===== config.mk =====
export PLATFORM = sky130hd
export DESIGN_NAME = script_lexer_tokenizer
export DESIGN_NICKNAME = d
export VERILOG_FILES = /design/src/slt_pkg.sv /design/src/slt_front.sv /design/src/slt_queue.sv /design/src/slt_back.sv /design/src/script_lexer_tokenizer.sv
export SDC_FILE = /design/constraint.sdc
export NUM_CORES = 1
export LEC_CHECK = 0
export ABC_AREA = 1
export BUFFER_PORTS_ARGS = -buffer_cell sky130_fd_sc_hd__buf_2
export CAP_MARGIN = 40
export CORE_AREA = 4 4 199 249
export DETAILED_ROUTE_END_ITERATION = 6
export DIE_AREA = 0 0 203 253
export HOLD_SLACK_MARGIN = 0.05
export PLACE_DENSITY = 0.77
export SETUP_SLACK_MARGIN = 0.4
export SLEW_MARGIN = 20
export SYNTH_ARGS = -nofsm -noshare
export SYNTH_HDL_FRONTEND = slang
export SYNTH_HIERARCHICAL = 1
export SYNTH_SLANG_ARGS = --single-unit

===== constraint.sdc =====
create_clock -name clk -period 10.4 [get_ports clk]
set_input_delay 0.52 -clock clk [delete_from_list [all_inputs] [get_ports clk]]
set_output_delay 0.52 -clock clk [all_outputs]
set_load 0.01 [all_outputs]

===== src/slt_pkg.sv =====
// Shared types, constants and byte classification for the script lexer tokenizer.
package slt_pkg;

  localparam int unsigned SOURCE_DEPTH_DEF = 512;

  // Fixed field widths of a result.
  localparam int unsigned START_W   = 9;
  localparam int unsigned LENGTH_W  = 10;
  localparam int unsigned OUT_DATA_W = 24;
  localparam int unsigned IN_DATA_W  = 8;

  // Result slots in one bundle, and the bundle queue size.
  localparam int unsigned MAX_RESULTS = 4;
  localparam int unsigned QUEUE_DEPTH = 4;
  localparam int unsigned QPTR_W      = $clog2(QUEUE_DEPTH);
  localparam int unsigned QCNT_W      = $clog2(QUEUE_DEPTH + 1);

  // Byte codes.
  localparam logic [7:0] CH_SPACE = 8'h20;
  localparam logic [7:0] CH_LF    = 8'h0A;
  localparam logic [7:0] CH_TAB   = 8'h09;
  localparam logic [7:0] CH_EQ    = 8'h3D;
  localparam logic [7:0] CH_BANG  = 8'h21;
  localparam logic [7:0] CH_LT    = 8'h3C;
  localparam logic [7:0] CH_GT    = 8'h3E;
  localparam logic [7:0] CH_AMP   = 8'h26;
  localparam logic [7:0] CH_BAR   = 8'h7C;
  localparam logic [7:0] CH_PLUS  = 8'h2B;
  localparam logic [7:0] CH_MINUS = 8'h2D;
  localparam logic [7:0] CH_STAR  = 8'h2A;
  localparam logic [7:0] CH_SLASH = 8'h2F;
  localparam logic [7:0] CH_PCT   = 8'h25;
  localparam logic [7:0] CH_CARET = 8'h5E;
  localparam logic [7:0] CH_TILDE = 8'h7E;
  localparam logic [7:0] CH_LPAR  = 8'h28;
  localparam logic [7:0] CH_RPAR  = 8'h29;
  localparam logic [7:0] CH_LBRC  = 8'h7B;
  localparam logic [7:0] CH_RBRC  = 8'h7D;
  localparam logic [7:0] CH_LBRK  = 8'h5B;
  localparam logic [7:0] CH_RBRK  = 8'h5D;
  localparam logic [7:0] CH_SEMI  = 8'h3B;
  localparam logic [7:0] CH_COMMA = 8'h2C;
  localparam logic [7:0] CH_COLON = 8'h3A;
  localparam logic [7:0] CH_DOT   = 8'h2E;
  localparam logic [7:0] CH_QUEST = 8'h3F;
  localparam logic [7:0] CH_SQUOT = 8'h27;
  localparam logic [7:0] CH_DQUOT = 8'h22;
  localparam logic [7:0] CH_BTICK = 8'h60;
  localparam logic [7:0] CH_BSLSH = 8'h5C;

  typedef struct packed {
    logic                endm;
    logic [LENGTH_W-1:0] len;
    logic [START_W-1:0]  start;
  } rec_t;

  // All results caused by one input byte; last_idx is the count minus one.
  typedef struct packed {
    logic [1:0]                   last_idx;
    rec_t [MAX_RESULTS-1:0]       recs;
  } bundle_t;

  typedef struct packed {
    logic full;
    logic valid;
  } q_stat_t;

  function automatic logic is_space(input logic [7:0] c);
    return (c == CH_SPACE) || (c == CH_LF) || (c == CH_TAB);
  endfunction

  function automatic logic is_cand(input logic [7:0] c);
    return (c == CH_EQ) || (c == CH_BANG) || (c == CH_LT) || (c == CH_GT) ||
           (c == CH_AMP) || (c == CH_BAR);
  endfunction

  // Single-byte punctuation other than the pair candidates.
  function automatic logic is_punct(input logic [7:0] c);
    return (c == CH_PLUS) || (c == CH_MINUS) || (c == CH_STAR) || (c == CH_SLASH) ||
           (c == CH_PCT) || (c == CH_CARET) || (c == CH_TILDE) || (c == CH_LPAR) ||
           (c == CH_RPAR) || (c == CH_LBRC) || (c == CH_RBRC) || (c == CH_LBRK) ||
           (c == CH_RBRK) || (c == CH_SEMI) || (c == CH_COMMA) || (c == CH_COLON) ||
           (c == CH_DOT) || (c == CH_QUEST) || (c == CH_SQUOT) || (c == CH_DQUOT) ||
           (c == CH_BTICK) || (c == CH_BSLSH);
  endfunction

  function automatic logic pairs_with(input logic [7:0] first, input logic [7:0] second);
    logic r;
    r = 1'b0;
    if ((first == CH_AMP) || (first == CH_BAR)) begin
      r = (second == first);
    end else if (is_cand(first)) begin
      r = (second == CH_EQ);
    end
    return r;
  endfunction

endpackage


===== src/slt_front.sv =====
// Front end: classifies each byte, keeps the lexer state and builds one result bundle.
module slt_front #(
  parameter int unsigned SOURCE_DEPTH = slt_pkg::SOURCE_DEPTH_DEF
) (
  input  logic              clk,
  input  logic              rst_n,
  input  logic              accept,
  input  logic [7:0]        ch,
  input  logic              end_of_text,
  output logic              push,
  output slt_pkg::bundle_t  bundle
);
  import slt_pkg::*;

  localparam int unsigned PW = $clog2(SOURCE_DEPTH + 1);
  localparam int unsigned SW = $clog2(SOURCE_DEPTH);
  localparam int unsigned XW = PW + LENGTH_W;
  localparam logic [PW-1:0] POS_MAX = PW'(SOURCE_DEPTH);
  localparam logic [SW-1:0] OFF_MAX = SW'(SOURCE_DEPTH - 1);

  logic [PW-1:0] pos_r, pos_nxt;
  logic [SW-1:0] ws_r, ws_nxt;
  logic          wo_r, wo_nxt;
  logic [7:0]    hb_r, hb_nxt;
  logic          hv_r, hv_nxt;

  logic          at_lim, consumed, sp, ca, pu, wb, wo1, hv1;
  logic [SW-1:0] off, prev, ws1;
  logic [PW-1:0] pos_inc;
  logic [PW-1:0] len_mid, len_fin;
  logic [XW-1:0] off_x, prev_x, ws_x, ws1_x, len_mid_x, len_fin_x;
  rec_t          ev [6];
  logic [5:0]    en;

  assign at_lim  = (pos_r >= POS_MAX);
  assign off     = at_lim ? OFF_MAX : pos_r[SW-1:0];
  assign prev    = (pos_r == '0) ? '0 : SW'(pos_r - PW'(1));
  assign pos_inc = at_lim ? pos_r : pos_r + PW'(1);

  assign consumed = hv_r && pairs_with(hb_r, ch);
  assign sp = is_space(ch);
  assign ca = is_cand(ch);
  assign pu = is_punct(ch);
  assign wb = !(sp || ca || pu);

  assign wo1 = consumed ? wo_r : wb;
  assign ws1 = (!consumed && wb && !wo_r) ? off : ws_r;
  assign hv1 = !consumed && ca;

  // A word length is the distance from its start, zero if the start lies ahead.
  assign len_mid = (pos_r >= PW'(ws_r)) ? pos_r - PW'(ws_r) : '0;
  assign len_fin = (pos_inc >= PW'(ws1)) ? pos_inc - PW'(ws1) : '0;

  assign off_x     = XW'(off);
  assign prev_x    = XW'(prev);
  assign ws_x      = XW'(ws_r);
  assign ws1_x     = XW'(ws1);
  assign len_mid_x = XW'(len_mid);
  assign len_fin_x = XW'(len_fin);

  always_comb begin
    ev[0] = '{endm: 1'b0, len: consumed ? 10'd2 : 10'd1, start: prev_x[START_W-1:0]};
    ev[1] = '{endm: 1'b0, len: len_mid_x[LENGTH_W-1:0], start: ws_x[START_W-1:0]};
    ev[2] = '{endm: 1'b0, len: 10'd1, start: off_x[START_W-1:0]};
    ev[3] = '{endm: 1'b0, len: 10'd1, start: off_x[START_W-1:0]};
    ev[4] = '{endm: 1'b0, len: len_fin_x[LENGTH_W-1:0], start: ws1_x[START_W-1:0]};
    ev[5] = '{endm: 1'b1, len: '0, start: '0};
    en[0] = hv_r;
    en[1] = !consumed && !wb && wo_r;
    en[2] = !consumed && pu;
    en[3] = end_of_text && hv1;
    en[4] = end_of_text && wo1;
    en[5] = end_of_text;
  end

  // Pack the enabled results in order into the bundle slots.
  always_comb begin
    logic [2:0] n;
    n = '0;
    bundle = '0;
    for (int i = 0; i < 6; i++) begin
      if (en[i]) begin
        bundle.recs[n[1:0]] = ev[i];
        n = n + 3'd1;
      end
    end
    bundle.last_idx = n[1:0] - 2'd1;
    push = accept && (n != 3'd0);
  end

  always_comb begin
    pos_nxt = pos_r;
    ws_nxt  = ws_r;
    wo_nxt  = wo_r;
    hb_nxt  = hb_r;
    hv_nxt  = hv_r;
    if (accept) begin
      if (end_of_text) begin
        pos_nxt = '0;
        ws_nxt  = '0;
        wo_nxt  = 1'b0;
        hb_nxt  = '0;
        hv_nxt  = 1'b0;
      end else begin
        pos_nxt = pos_inc;
        ws_nxt  = ws1;
        wo_nxt  = wo1;
        hb_nxt  = hv1 ? ch : hb_r;
        hv_nxt  = hv1;
      end
    end
  end

  always_ff @(posedge clk) begin
    if (!rst_n) begin
      pos_r <= '0;
      ws_r  <= '0;
      wo_r  <= 1'b0;
      hb_r  <= '0;
      hv_r  <= 1'b0;
    end else begin
      pos_r <= pos_nxt;
      ws_r  <= ws_nxt;
      wo_r  <= wo_nxt;
      hb_r  <= hb_nxt;
      hv_r  <= hv_nxt;
    end
  end

endmodule


===== src/slt_queue.sv =====
// Bundle queue between front and back end, with a registered head entry.
module slt_queue (
  input  logic              clk,
  input  logic              rst_n,
  input  logic              push,
  input  slt_pkg::bundle_t  din,
  input  logic              pop,
  output slt_pkg::bundle_t  dout,
  output slt_pkg::q_stat_t  stat
);
  import slt_pkg::*;

  bundle_t             mem [QUEUE_DEPTH];
  bundle_t             head_r;
  logic                head_v_r, head_v_nxt;
  logic [QPTR_W-1:0]   wr_r, wr_nxt, rd_r, rd_nxt;
  logic [QCNT_W-1:0]   cnt_r, cnt_nxt;
  logic                load, mem_rd, bypass, mem_wr;

  assign load   = !head_v_r || pop;
  assign mem_rd = load && (cnt_r != '0);
  assign bypass = load && (cnt_r == '0) && push;
  assign mem_wr = push && !bypass;

  always_comb begin
    wr_nxt     = mem_wr ? wr_r + QPTR_W'(1) : wr_r;
    rd_nxt     = mem_rd ? rd_r + QPTR_W'(1) : rd_r;
    cnt_nxt    = cnt_r + QCNT_W'(mem_wr) - QCNT_W'(mem_rd);
    head_v_nxt = load ? (mem_rd || bypass) : head_v_r;
  end

  always_ff @(posedge clk) begin
    if (mem_wr) begin
      mem[wr_r] <= din;
    end
    if (mem_rd) begin
      head_r <= mem[rd_r];
    end else if (bypass) begin
      head_r <= din;
    end
  end

  always_ff @(posedge clk) begin
    if (!rst_n) begin
      wr_r     <= '0;
      rd_r     <= '0;
      cnt_r    <= '0;
      head_v_r <= 1'b0;
    end else begin
      wr_r     <= wr_nxt;
      rd_r     <= rd_nxt;
      cnt_r    <= cnt_nxt;
      head_v_r <= head_v_nxt;
    end
  end

  assign dout       = head_r;
  assign stat.full  = (cnt_r == QCNT_W'(QUEUE_DEPTH));
  assign stat.valid = head_v_r;

endmodule


===== src/slt_back.sv =====
// Back end: hands out the results of each bundle one per transaction.
module slt_back (
  input  logic                                clk,
  input  logic                                rst_n,
  input  slt_pkg::bundle_t                    qdata,
  input  slt_pkg::q_stat_t                    qstat,
  output logic                                pop,
  output logic                                out_tvalid,
  input  logic                                out_tready,
  output logic [slt_pkg::OUT_DATA_W-1:0]      out_tdata,
  output logic                                out_tuser,
  output logic                                out_tlast
);
  import slt_pkg::*;

  bundle_t    b_r;
  logic [1:0] idx_r, idx_nxt;
  logic       busy_r, busy_nxt;
  logic       acc, at_end;
  rec_t       rec;

  assign acc    = busy_r && out_tready;
  assign at_end = (idx_r == b_r.last_idx);
  assign pop    = qstat.valid && (!busy_r || (acc && at_end));

  always_comb begin
    idx_nxt  = idx_r;
    busy_nxt = busy_r;
    if (pop) begin
      idx_nxt  = '0;
      busy_nxt = 1'b1;
    end else if (acc) begin
      if (at_end) begin
        busy_nxt = 1'b0;
      end else begin
        idx_nxt = idx_r + 2'd1;
      end
    end
  end

  always_ff @(posedge clk) begin
    if (pop) begin
      b_r <= qdata;
    end
  end

  always_ff @(posedge clk) begin
    if (!rst_n) begin
      idx_r  <= '0;
      busy_r <= 1'b0;
    end else begin
      idx_r  <= idx_nxt;
      busy_r <= busy_nxt;
    end
  end

  assign rec        = b_r.recs[idx_r];
  assign out_tvalid = busy_r;
  assign out_tdata  = {(OUT_DATA_W - START_W - LENGTH_W)'(0), rec.len, rec.start};
  assign out_tuser  = rec.endm;
  assign out_tlast  = at_end;

endmodule


===== src/script_lexer_tokenizer.sv =====
// Top level of the streaming script lexer tokenizer.
//
//   Channel   Direction  Payload
//   in_       slave      tdata[7:0] = ch, tlast = end_of_text
//   out_      master     tdata[8:0] = token_start, tdata[18:9] = token_length,
//                        tuser = end_marker, tlast = last result of its input byte
//
// The block accepts one source byte per cycle while its bundle queue has room.
// Each byte is classified in the front end in the cycle it is accepted, and all
// results it causes (up to three) enter the queue as one bundle; the back end then
// presents them one per cycle while out_tready is high. A result passes through the
// queue head register and the back-end bundle register before it appears on out_.
// The queue holds five bundles (four in memory plus a registered head), so the input
// keeps flowing while the output is stalled until those fill up.
// Reset is synchronous and active low; it clears all position and word state.
module script_lexer_tokenizer #(
  parameter int unsigned SOURCE_DEPTH = slt_pkg::SOURCE_DEPTH_DEF
) (
  input  logic                            clk,
  input  logic                            rst_n,
  input  logic                            in_tvalid,
  output logic                            in_tready,
  input  logic [slt_pkg::IN_DATA_W-1:0]   in_tdata,   // [7:0] ch
  input  logic                            in_tlast,
  output logic                            out_tvalid,
  input  logic                            out_tready,
  output logic [slt_pkg::OUT_DATA_W-1:0]  out_tdata,  // [8:0] token_start, [18:9] token_length
  output logic                            out_tuser,  // [0] end_marker
  output logic                            out_tlast
);
  import slt_pkg::*;

  logic     in_acc;
  logic     q_push, q_pop;
  bundle_t  f_bundle, q_head;
  q_stat_t  q_stat;

  // A byte is taken whenever the queue can hold the bundle it might produce.
  assign in_tready = !q_stat.full;
  assign in_acc    = in_tvalid && in_tready;

  slt_front #(
    .SOURCE_DEPTH(SOURCE_DEPTH)
  ) u_front (
    .clk        (clk),
    .rst_n      (rst_n),
    .accept     (in_acc),
    .ch         (in_tdata),
    .end_of_text(in_tlast),
    .push       (q_push),
    .bundle     (f_bundle)
  );

  slt_queue u_queue (
    .clk  (clk),
    .rst_n(rst_n),
    .push (q_push),
    .din  (f_bundle),
    .pop  (q_pop),
    .dout (q_head),
    .stat (q_stat)
  );

  slt_back u_back (
    .clk       (clk),
    .rst_n     (rst_n),
    .qdata     (q_head),
    .qstat     (q_stat),
    .pop       (q_pop),
    .out_tvalid(out_tvalid),
    .out_tready(out_tready),
    .out_tdata (out_tdata),
    .out_tuser (out_tuser),
    .out_tlast (out_tlast)
  );

`ifndef NO_ASSERTIONS
  // The end marker carries zero start and length and closes its byte's results.
  a_end_marker: assert property (@(posedge clk) disable iff (!rst_n)
    (out_tvalid && out_tuser) |-> ((out_tdata[18:0] == 19'd0) && out_tlast))
    else $error("end marker with nonzero fields or without tlast");

  // The back end only takes a bundle that the queue actually holds.
  a_pop_valid: assert property (@(posedge clk) disable iff (!rst_n)
    q_pop |-> q_stat.valid)
    else $error("bundle taken from an empty queue");

  // A full memory implies a valid head entry.
  a_full_head: assert property (@(posedge clk) disable iff (!rst_n)
    q_stat.full |-> q_stat.valid)
    else $error("queue memory full while head is empty");
`endif

endmodule

## Yosys cells after proc, flatten, opt, wreduce, memory -nomap -nowiden

Memories as Yosys holds them, arrays and structs flattened. A register that Yosys moved wholly into a read port is not among the register bits.
Cells that the tools add are included.

| storage, ports and cells | value |
|---|---|
| output and inout bits | 28 |
| register bits | 204 |
| bits in read-only memories | 0 |
| memory bits (writable) | 328 |
| memories kept | 1 |
| bits in latches | 0 |

Memory list:

| memory | depth | width | read ports | clocked after memory_dff | write ports | RTL line | source |
|---|---|---|---|---|---|---|---|
| u_queue.mem | 4 | 82 | 1 | 1 | 1 | slt_queue.sv:13 | `bundle_t mem [QUEUE_DEPTH];` |

| cells by class | value |
|---|---|
| shifts and indexed selects | 0 |
| $lt $le $gt $ge | 14 |
| multipliers | 0 |
| add/sub/neg operators | 15 |
| bitwise operators | 5 |
| mux-type cells | 53 |
| div/mod/pow operators | 0 |
| reductions and logical operators | 81 |
| eq/ne operators | 40 |

Operators by type and width:

| cell | count |
|---|---|
| $mux 80 | 5 |
| $bwmux 80 | 4 |
| $demux 20 s2 | 5 |
| $eq 8x6->1 const B | 25 |
| $mux 82 | 2 |
| $mux 20 | 6 |
| $eq 8x7->1 const B | 10 |
| $and 76x76->76 | 1 |
| $not 76->76 | 1 |
| $bmux 20 s2 | 1 |
| $mux 10 | 4 |
| $logic_or 1x1->1 | 39 |
| $mux 9 | 4 |
| $logic_and 1x1->1 | 23 |
| $ge 10x9->1 | 2 |
| $sub 10x9->10 | 2 |
| $mux 19 | 1 |
| $eq 8x4->1 const B | 2 |
| $mux 8 | 2 |
| $lt 2x3->1 const B | 5 |
| $mux 3 | 5 |
| $add 3x1->3 const B | 4 |
| $mux 1 | 11 |
| $add 10x1->10 const B | 1 |
| 23 further kinds | 43 |

## Longest topological paths before layout

| depth | value |
|---|---|
| word-level depth | 41 |
| mapped depth | 36 |

## Modules after synthesis

The synthesis kept the hierarchy.

Modules (own cells, without submodules):

| module | cells an instance | times used | area each (um^2) | sequential area each (um^2) |
|---|---|---|---|---|
| slt_queue | 1540 | 1 | 17236.5 | 12512.0 |
| slt_front | 932 | 1 | 5152.4 | 580.6 |
| slt_back | 236 | 1 | 3258.1 | 2522.4 |
| script_lexer_tokenizer | 3 | 1 | 13.8 | 0.0 |

## Worst setup path before layout

Ideal clock, no wire load.

| timing | value |
|---|---|
| path type | input to register |
| from | in in_tdata[0] (netlist bit) |
| to | mem u_queue/mem[0][0] (netlist bit), enable pin |
| arrival | 7.602 ns |
| slack | 2.275 ns |
| library setup time | 0.523 ns |
| data required time | 9.877 ns |
| stages on the path | 28 |
| cell sequence | buf_4 -> inv_2 -> nand2_1 -> nor2_1 -> nand2_1 -> nand2_1 -> nand2_1 -> nand2_1 -> nor2_4 -> nand2_4 -> nand3_4 -> inv_2 -> buf_2 -> fa_1 -> ha_1 -> inv_1 -> o21ai_0 -> ha_1 -> inv_1 -> o21ai_0 -> ha_1 -> o21ai_0 -> ha_1 -> nand3_1 -> nand2_1 -> inv_1 -> nand2_1 -> nor2_1 |

| between the ends | value |
|---|---|
| cells in the longest elaborated chain, start to end | 41 |
| elaborated cells on any way between the ends | 90 |
| classes of those cells | 4 x add/sub; 32 x eq/ne; 10 x mux; 44 x reduce/logical |

RTL lines:

| element | RTL line | source |
|---|---|---|
| start: declaration | script_lexer_tokenizer.sv:23 | `input logic [slt_pkg::IN_DATA_W-1:0] in_tdata,` |
| $eq 8x6->1 | slt_pkg.sv:79 | `return (c == CH_PLUS) \|\| (c == CH_MINUS) \|\| (c == CH_STAR) \|\| (c == CH_SLASH) \|\|` |
| $logic_or 1x1->1 (4 in a row) | slt_pkg.sv:79 |  |
| $logic_or 1x1->1 (4 in a row) | slt_pkg.sv:80 | `(c == CH_PCT) \|\| (c == CH_CARET) \|\| (c == CH_TILDE) \|\| (c == CH_LPAR) \|\|` |
| $logic_or 1x1->1 (4 in a row) | slt_pkg.sv:81 | `(c == CH_RPAR) \|\| (c == CH_LBRC) \|\| (c == CH_RBRC) \|\| (c == CH_LBRK) \|\|` |
| $logic_or 1x1->1 (4 in a row) | slt_pkg.sv:82 | `(c == CH_RBRK) \|\| (c == CH_SEMI) \|\| (c == CH_COMMA) \|\| (c == CH_COLON) \|\|` |
| $logic_or 1x1->1 (4 in a row) | slt_pkg.sv:83 | `(c == CH_DOT) \|\| (c == CH_QUEST) \|\| (c == CH_SQUOT) \|\| (c == CH_DQUOT) \|\|` |
| $logic_or 1x1->1 | slt_pkg.sv:84 | `(c == CH_BTICK) \|\| (c == CH_BSLSH);` |
| $logic_or 1x1->1 | slt_front.sv:44 | `assign wb = !(sp \|\| ca \|\| pu);` |
| [11 not listed] | -- |  |
| $reduce_bool 3->1 * | slt_front.sv:88 | `push = accept && (n != 3'd0);` |
| $logic_and 1x1->1 * | slt_front.sv:88 |  |
| via q_push | script_lexer_tokenizer.sv:34 | `logic q_push, q_pop;` |
| $logic_and 1x1->1 | slt_queue.sv:22 | `assign bypass = load && (cnt_r == '0) && push;` |
| $logic_not 1->1 | slt_queue.sv:23 | `assign mem_wr = push && !bypass;` |
| $logic_and 1x1->1 * | slt_queue.sv:23 |  |
| $mux 1 * | slt_queue.sv:33 | `if (mem_wr) begin` |
| $mux 1 (implied by the code) * | slt_queue.sv:34 | `mem[wr_r] <= din;` |
| end: declaration | slt_queue.sv:13 |  |

Mark *: on every way through the listed nets, which the timed path passes. The rest lies on a longest branch.

## Final worst setup path

| timing | value |
|---|---|
| from | reg u_front.hb_r[3] |
| to | mem u_queue/mem[0][10] (netlist bit), enable pin |

| between the ends | value |
|---|---|
| cells in the longest elaborated chain, start to end | 28 |
| elaborated cells on any way between the ends | 40 |
| classes of those cells | 4 x add/sub; 7 x eq/ne; 10 x mux; 19 x reduce/logical |

RTL lines:

| element | RTL line | source |
|---|---|---|
| start: declaration | slt_front.sv:24 | `logic [7:0] hb_r, hb_nxt;` |
| start signal: assignment | slt_front.sv:125 | `hb_r <= hb_nxt;` |
| $eq 8x6->1 | slt_pkg.sv:73 | `return (c == CH_EQ) \|\| (c == CH_BANG) \|\| (c == CH_LT) \|\| (c == CH_GT) \|\|` |
| $logic_or 1x1->1 (4 in a row) | slt_pkg.sv:73 |  |
| $logic_or 1x1->1 | slt_pkg.sv:74 | `(c == CH_AMP) \|\| (c == CH_BAR);` |
| $mux 1 | slt_pkg.sv:92 | `end else if (is_cand(first)) begin` |
| $mux 1 * | slt_pkg.sv:90 | `if ((first == CH_AMP) \|\| (first == CH_BAR)) begin` |
| $logic_and 1x1->1 * | slt_front.sv:40 | `assign consumed = hv_r && pairs_with(hb_r, ch);` |
| $logic_not 1->1 | slt_front.sv:48, slt_front.sv:69, slt_front.sv:70 |  |
| $logic_and 1x1->1 (2 in a row) | slt_front.sv:69 | `en[1] = !consumed && !wb && wo_r;` |
| [9 not listed] | -- |  |
| $reduce_bool 3->1 * | slt_front.sv:88 |  |
| $logic_and 1x1->1 * | slt_front.sv:88 |  |
| via q_push | script_lexer_tokenizer.sv:34 |  |
| $logic_and 1x1->1 | slt_queue.sv:22 |  |
| $logic_not 1->1 | slt_queue.sv:23 |  |
| $logic_and 1x1->1 * | slt_queue.sv:23 |  |
| $mux 1 * | slt_queue.sv:33 |  |
| $mux 1 (implied by the code) * | slt_queue.sv:34 |  |

Marked as above.

==> qor.yml <==
outcome:
  outcome: "finished, final reports clean"
clock_tree:
  clk_latency_ns: 0.60
  cts_sinks: 534
  postCtsSetupBuffers: 0
  hold_buffers: 0
  cts.repair.resized: 0
  cts_max_level: 2
  cts_tree: "yes"
  clkTransAtPathRegs_ns: 0.06
  root_buffer: "clkbuf_16"
  clock_tree.buffer_depth: 3
  cts_buffers: 50
place:
  io_buffers: 35
  dp_hpwl_um: 41200
  place_congestion: 0.935
  dpl_cell_area_mm2: 0.0263
critical_path:
  critical_path_class: "reg2reg"
  cp_slowest_stage_delay_ns: 0.70
  worstPathRequired_ns: 10.67
  r2r-start: "u_front/hb_r[3]$_SDFFE_PN0P_"
  cp_data_arrival_time_ns: 6.96
  reg2reg_depth: 28
  r2r_slack_ns: 3.71
  cp_slowest_cell: "nor2_4"
  critPathCaptureType: "register"
  crit_path_max_fanout: 32
  cp-start-kind: "register"
  worst_r2r_endpoint: "u_queue/mem[0][10]$_DFFE_PP_"
power:
  power_frac_comb_pct: 27.9
  p_switching_mw: 2.31
  irDropWorstVdd_mv: 0.290
  power.leakage_nw: 11.4
  total_power_mw: 6.82
  power.density_mw_per_mm2: 244
  switching_share_pct: 33.8
  power_frac_seq_pct: 46.1
  p_clk_share_pct: 26.0
  p_int_mw: 4.51
detailed_routing:
  dr_wl_met3_um: 4590
  num_vias: 18400
  wl_met2_um: 30600
  wl_met1_um: 24900
  detail_route.wl_per_cell_um: 18.3
  dr.pass1.iters: 6
  first_iter_violations: 1921
  drt_wl_total_um: 61700
  top_layer_used: "met4"
  ant_nets: 0
  drc: 0
  viasPerCell: 5.45
timing:
  slew_headroom_pct: 18.2
  period_minus_slack_ns: 6.69
  post-route-period-util_pct: 64.3
  whs_ns: 0.251
  fin_skew_ns: 0.0235
  slew_viol_final: 0
  fmax_mhz: 149
  grt_setup_unrepaired: "no"
  finalSetupViolations: 0
  fin_setup_tns_ns: 0
  hold_violations: 0
  max_slew.worst_pin.slew_ns: 1.23
logic_synthesis:
  yosysUniqueCellTypes: 50
  synthCells: 2711
  yosys_warnings: 6
  yosysSeqAreaShare_pct: 60.9
  synth_ff_type: "edfxtp_1"
  synth.avg_cell_area_um2: 9.47
  synth_edf_count: 492
  synthArstFlopShare_pct: 0
  ys_seq_elements: 534
  netlist_area_mm2: 0.0257
hold_path:
  hp-class: "in2reg"
  min_from: "in_tdata[6]"
  hold_depth: 3
  min_to: "u_front/hb_r[6]$_SDFFE_PN0P_"
global_routing:
  grt_pass1_wl_um: 96000
  gr-total-overflow: 0
  grt_max_degree: 265
  grt_antenna_before_repair: 0
  grt_pass1_vias: 17700
  grt_use_total_pct: 23.6
layout:
  final_cell_mix: "857 x nand2_1, 492 x edfxtp_1, 320 x nor2_1"
  final_common_cell: "nand2_1"
  final_nets: 2763
  antenna_cells: 0
  finalInstanceArea_mm2: 0.0279
  syn_to_final_growth_pct: 8.87
  drive_above_1_share_pct: 7.49
floorplanning:
  ios: 41
  die_w_um: 203
  die_area_mm2: 0.0514
  core_area_mm2: 0.0471
  rows: 89
  die_height_um: 253
  start_util_pct: 54.5
flow_run:
  max_cap_violations: 0
[worst max-delay path, delay by kind of cell (launching register included)]
| family | cells | cell delay [ns] |
|---|---|---|
| buf+inv | 9 | 1.81 |
| simple gates | 12 | 2.05 |
| flops | 1 | 0.41 |
| compound gates | 3 | 0.78 |
| fa+ha+maj | 4 | 1.27 |
[cells by family after synthesis]
kind of cell | count (synthesis) | synth area share (%)
buf+inv | 453 | 7.49
other cells | 1 | 0.0146
flops | 534 | 60.9
fa+ha+maj | 48 | 2.46
compound gates | 327 | 7.58
simple gates | 1323 | 20.8
xor+xnor | 25 | 0.853
[flip-flops by register name (all words and copies together), names as in the netlist, named ones only]
| name | cells |
|---|---|
| u_back/idx_r | 2 |
| u_queue/wr_r | 2 |
| u_front/wo_r | 1 |
| u_front/hv_r | 1 |
| u_front/ws_r | 9 |
| u_queue/mem | 328 |
| u_queue/rd_r | 2 |
| u_front/pos_r | 10 |
| u_queue/dout | 82 |
| u_back/b_r | 82 |
| u_front/hb_r | 8 |
| u_queue/head_v_r | 1 |
| u_back/out_tvalid | 1 |
| u_queue/cnt_r | 3 |
[through the flow]
step	util (%)	std cells	setup slack, ns
detailed placement	55.9	3286	3.32
floorplan	-	2715	2.28
global route	59.3	3375	3.14
finish	59.3	3375	3.71
CTS	59.3	3374	3.72
global placement	55.5	3277	3.41
[per-layer routing]
| layer | global-route usage, % | vias to the layer above |
|---|---|---|
| met5 | 0 | - |
| met4 | 7.49 | 0 |
| met3 | 3.96 | 138 |
| met2 | 40.5 | 728 |
| met1 | 31.2 | 8715 |
| li1 | - | 8826 |
[Yosys cell counts (3+ instances only)]
| library cell | instances | area (um^2) |
|---|---|---|
| nand3_4 | 4 | 70.1 |
| a21oi_1 | 93 | 465 |
| buf_6 | 11 | 124 |
| buf_4 | 12 | 90.1 |
| a22oi_1 | 4 | 30.0 |
| nor2_4 | 3 | 33.8 |
| o21ai_1 | 18 | 90.1 |
| nand2_1 | 857 | 3220 |
| o21ai_2 | 10 | 87.6 |
| o21ai_0 | 89 | 445 |
| nor2_2 | 17 | 106 |
| o21bai_1 | 3 | 22.5 |
| clkbuf_1 | 26 | 97.6 |
| clkinv_1 | 3 | 11.3 |
| xor2_1 | 19 | 166 |
| nor3_1 | 19 | 95.1 |
| clkbuf_2 | 4 | 20.0 |
| nor2_1 | 324 | 1220 |
| o211ai_1 | 82 | 616 |
| buf_2 | 69 | 345 |
| ha_1 | 44 | 551 |
| edfxtp_1 | 492 | 14800 |
| dfxtp_1 | 42 | 841 |
| nand3_1 | 51 | 255 |
| inv_1 | 311 | 1170 |
| nand2_2 | 12 | 75.1 |
| o22ai_1 | 20 | 125 |
| inv_2 | 13 | 48.8 |
| fa_1 | 4 | 80.1 |
| xnor2_1 | 6 | 52.6 |
| buf_1 | 3 | 11.3 |
| or2_2 | 3 | 18.8 |
| nand4_1 | 21 | 131 |
[power groups by stage]
stage / Sequential (mW) / Combinational [mW] / Clock, mW
after global placement: 3.18 / 1.74 / 0
after global routing: 3.18 / 2.12 / 1.90
after CTS: 3.15 / 1.89 / 1.80
final: 3.15 / 1.90 / 1.77
after detailed placement: 3.19 / 1.88 / 0
after floorplan: 3.13 / 1.38 / 0
[area by class of cell]
cell class / instances / area, um^2
Timing Repair Buffer: 60 / 529
Clock inverter: 29 / 279
Sequential cell: 534 / 15600
Fill cell: 3787 / 19200
Tap cell: 637 / 797
Clock buffer: 59 / 1310
Multi-Input combinational cell: 1728 / 8170
Inverter: 328 / 1240
[worst max-delay path by stage]
| stage | startpoint | endpoint | slack (ns) |
|---|---|---|---|
| 3_5_place_dp | in_tdata[6] | u_queue/mem[0][47]$_DFFE_PP_ | 3.32 |
| 5_1_grt | u_front/hb_r[2]$_SDFFE_PN0P_ | u_queue/mem[0][47]$_DFFE_PP_ | 3.14 |
| 4_1_cts | u_front/hb_r[3]$_SDFFE_PN0P_ | u_queue/mem[0][10]$_DFFE_PP_ | 3.72 |
| 2_1_floorplan | in_tdata[0] | u_queue/mem[0][0]$_DFFE_PP_ | 2.28 |
| 6_report | u_front/hb_r[3]$_SDFFE_PN0P_ | u_queue/mem[0][10]$_DFFE_PP_ | 3.71 |
| 3_3_place_gp | in_tdata[6] | u_queue/mem[0][45]$_DFFE_PP_ | 3.41 |
Note: power is estimated with default switching activity, not from simulation.
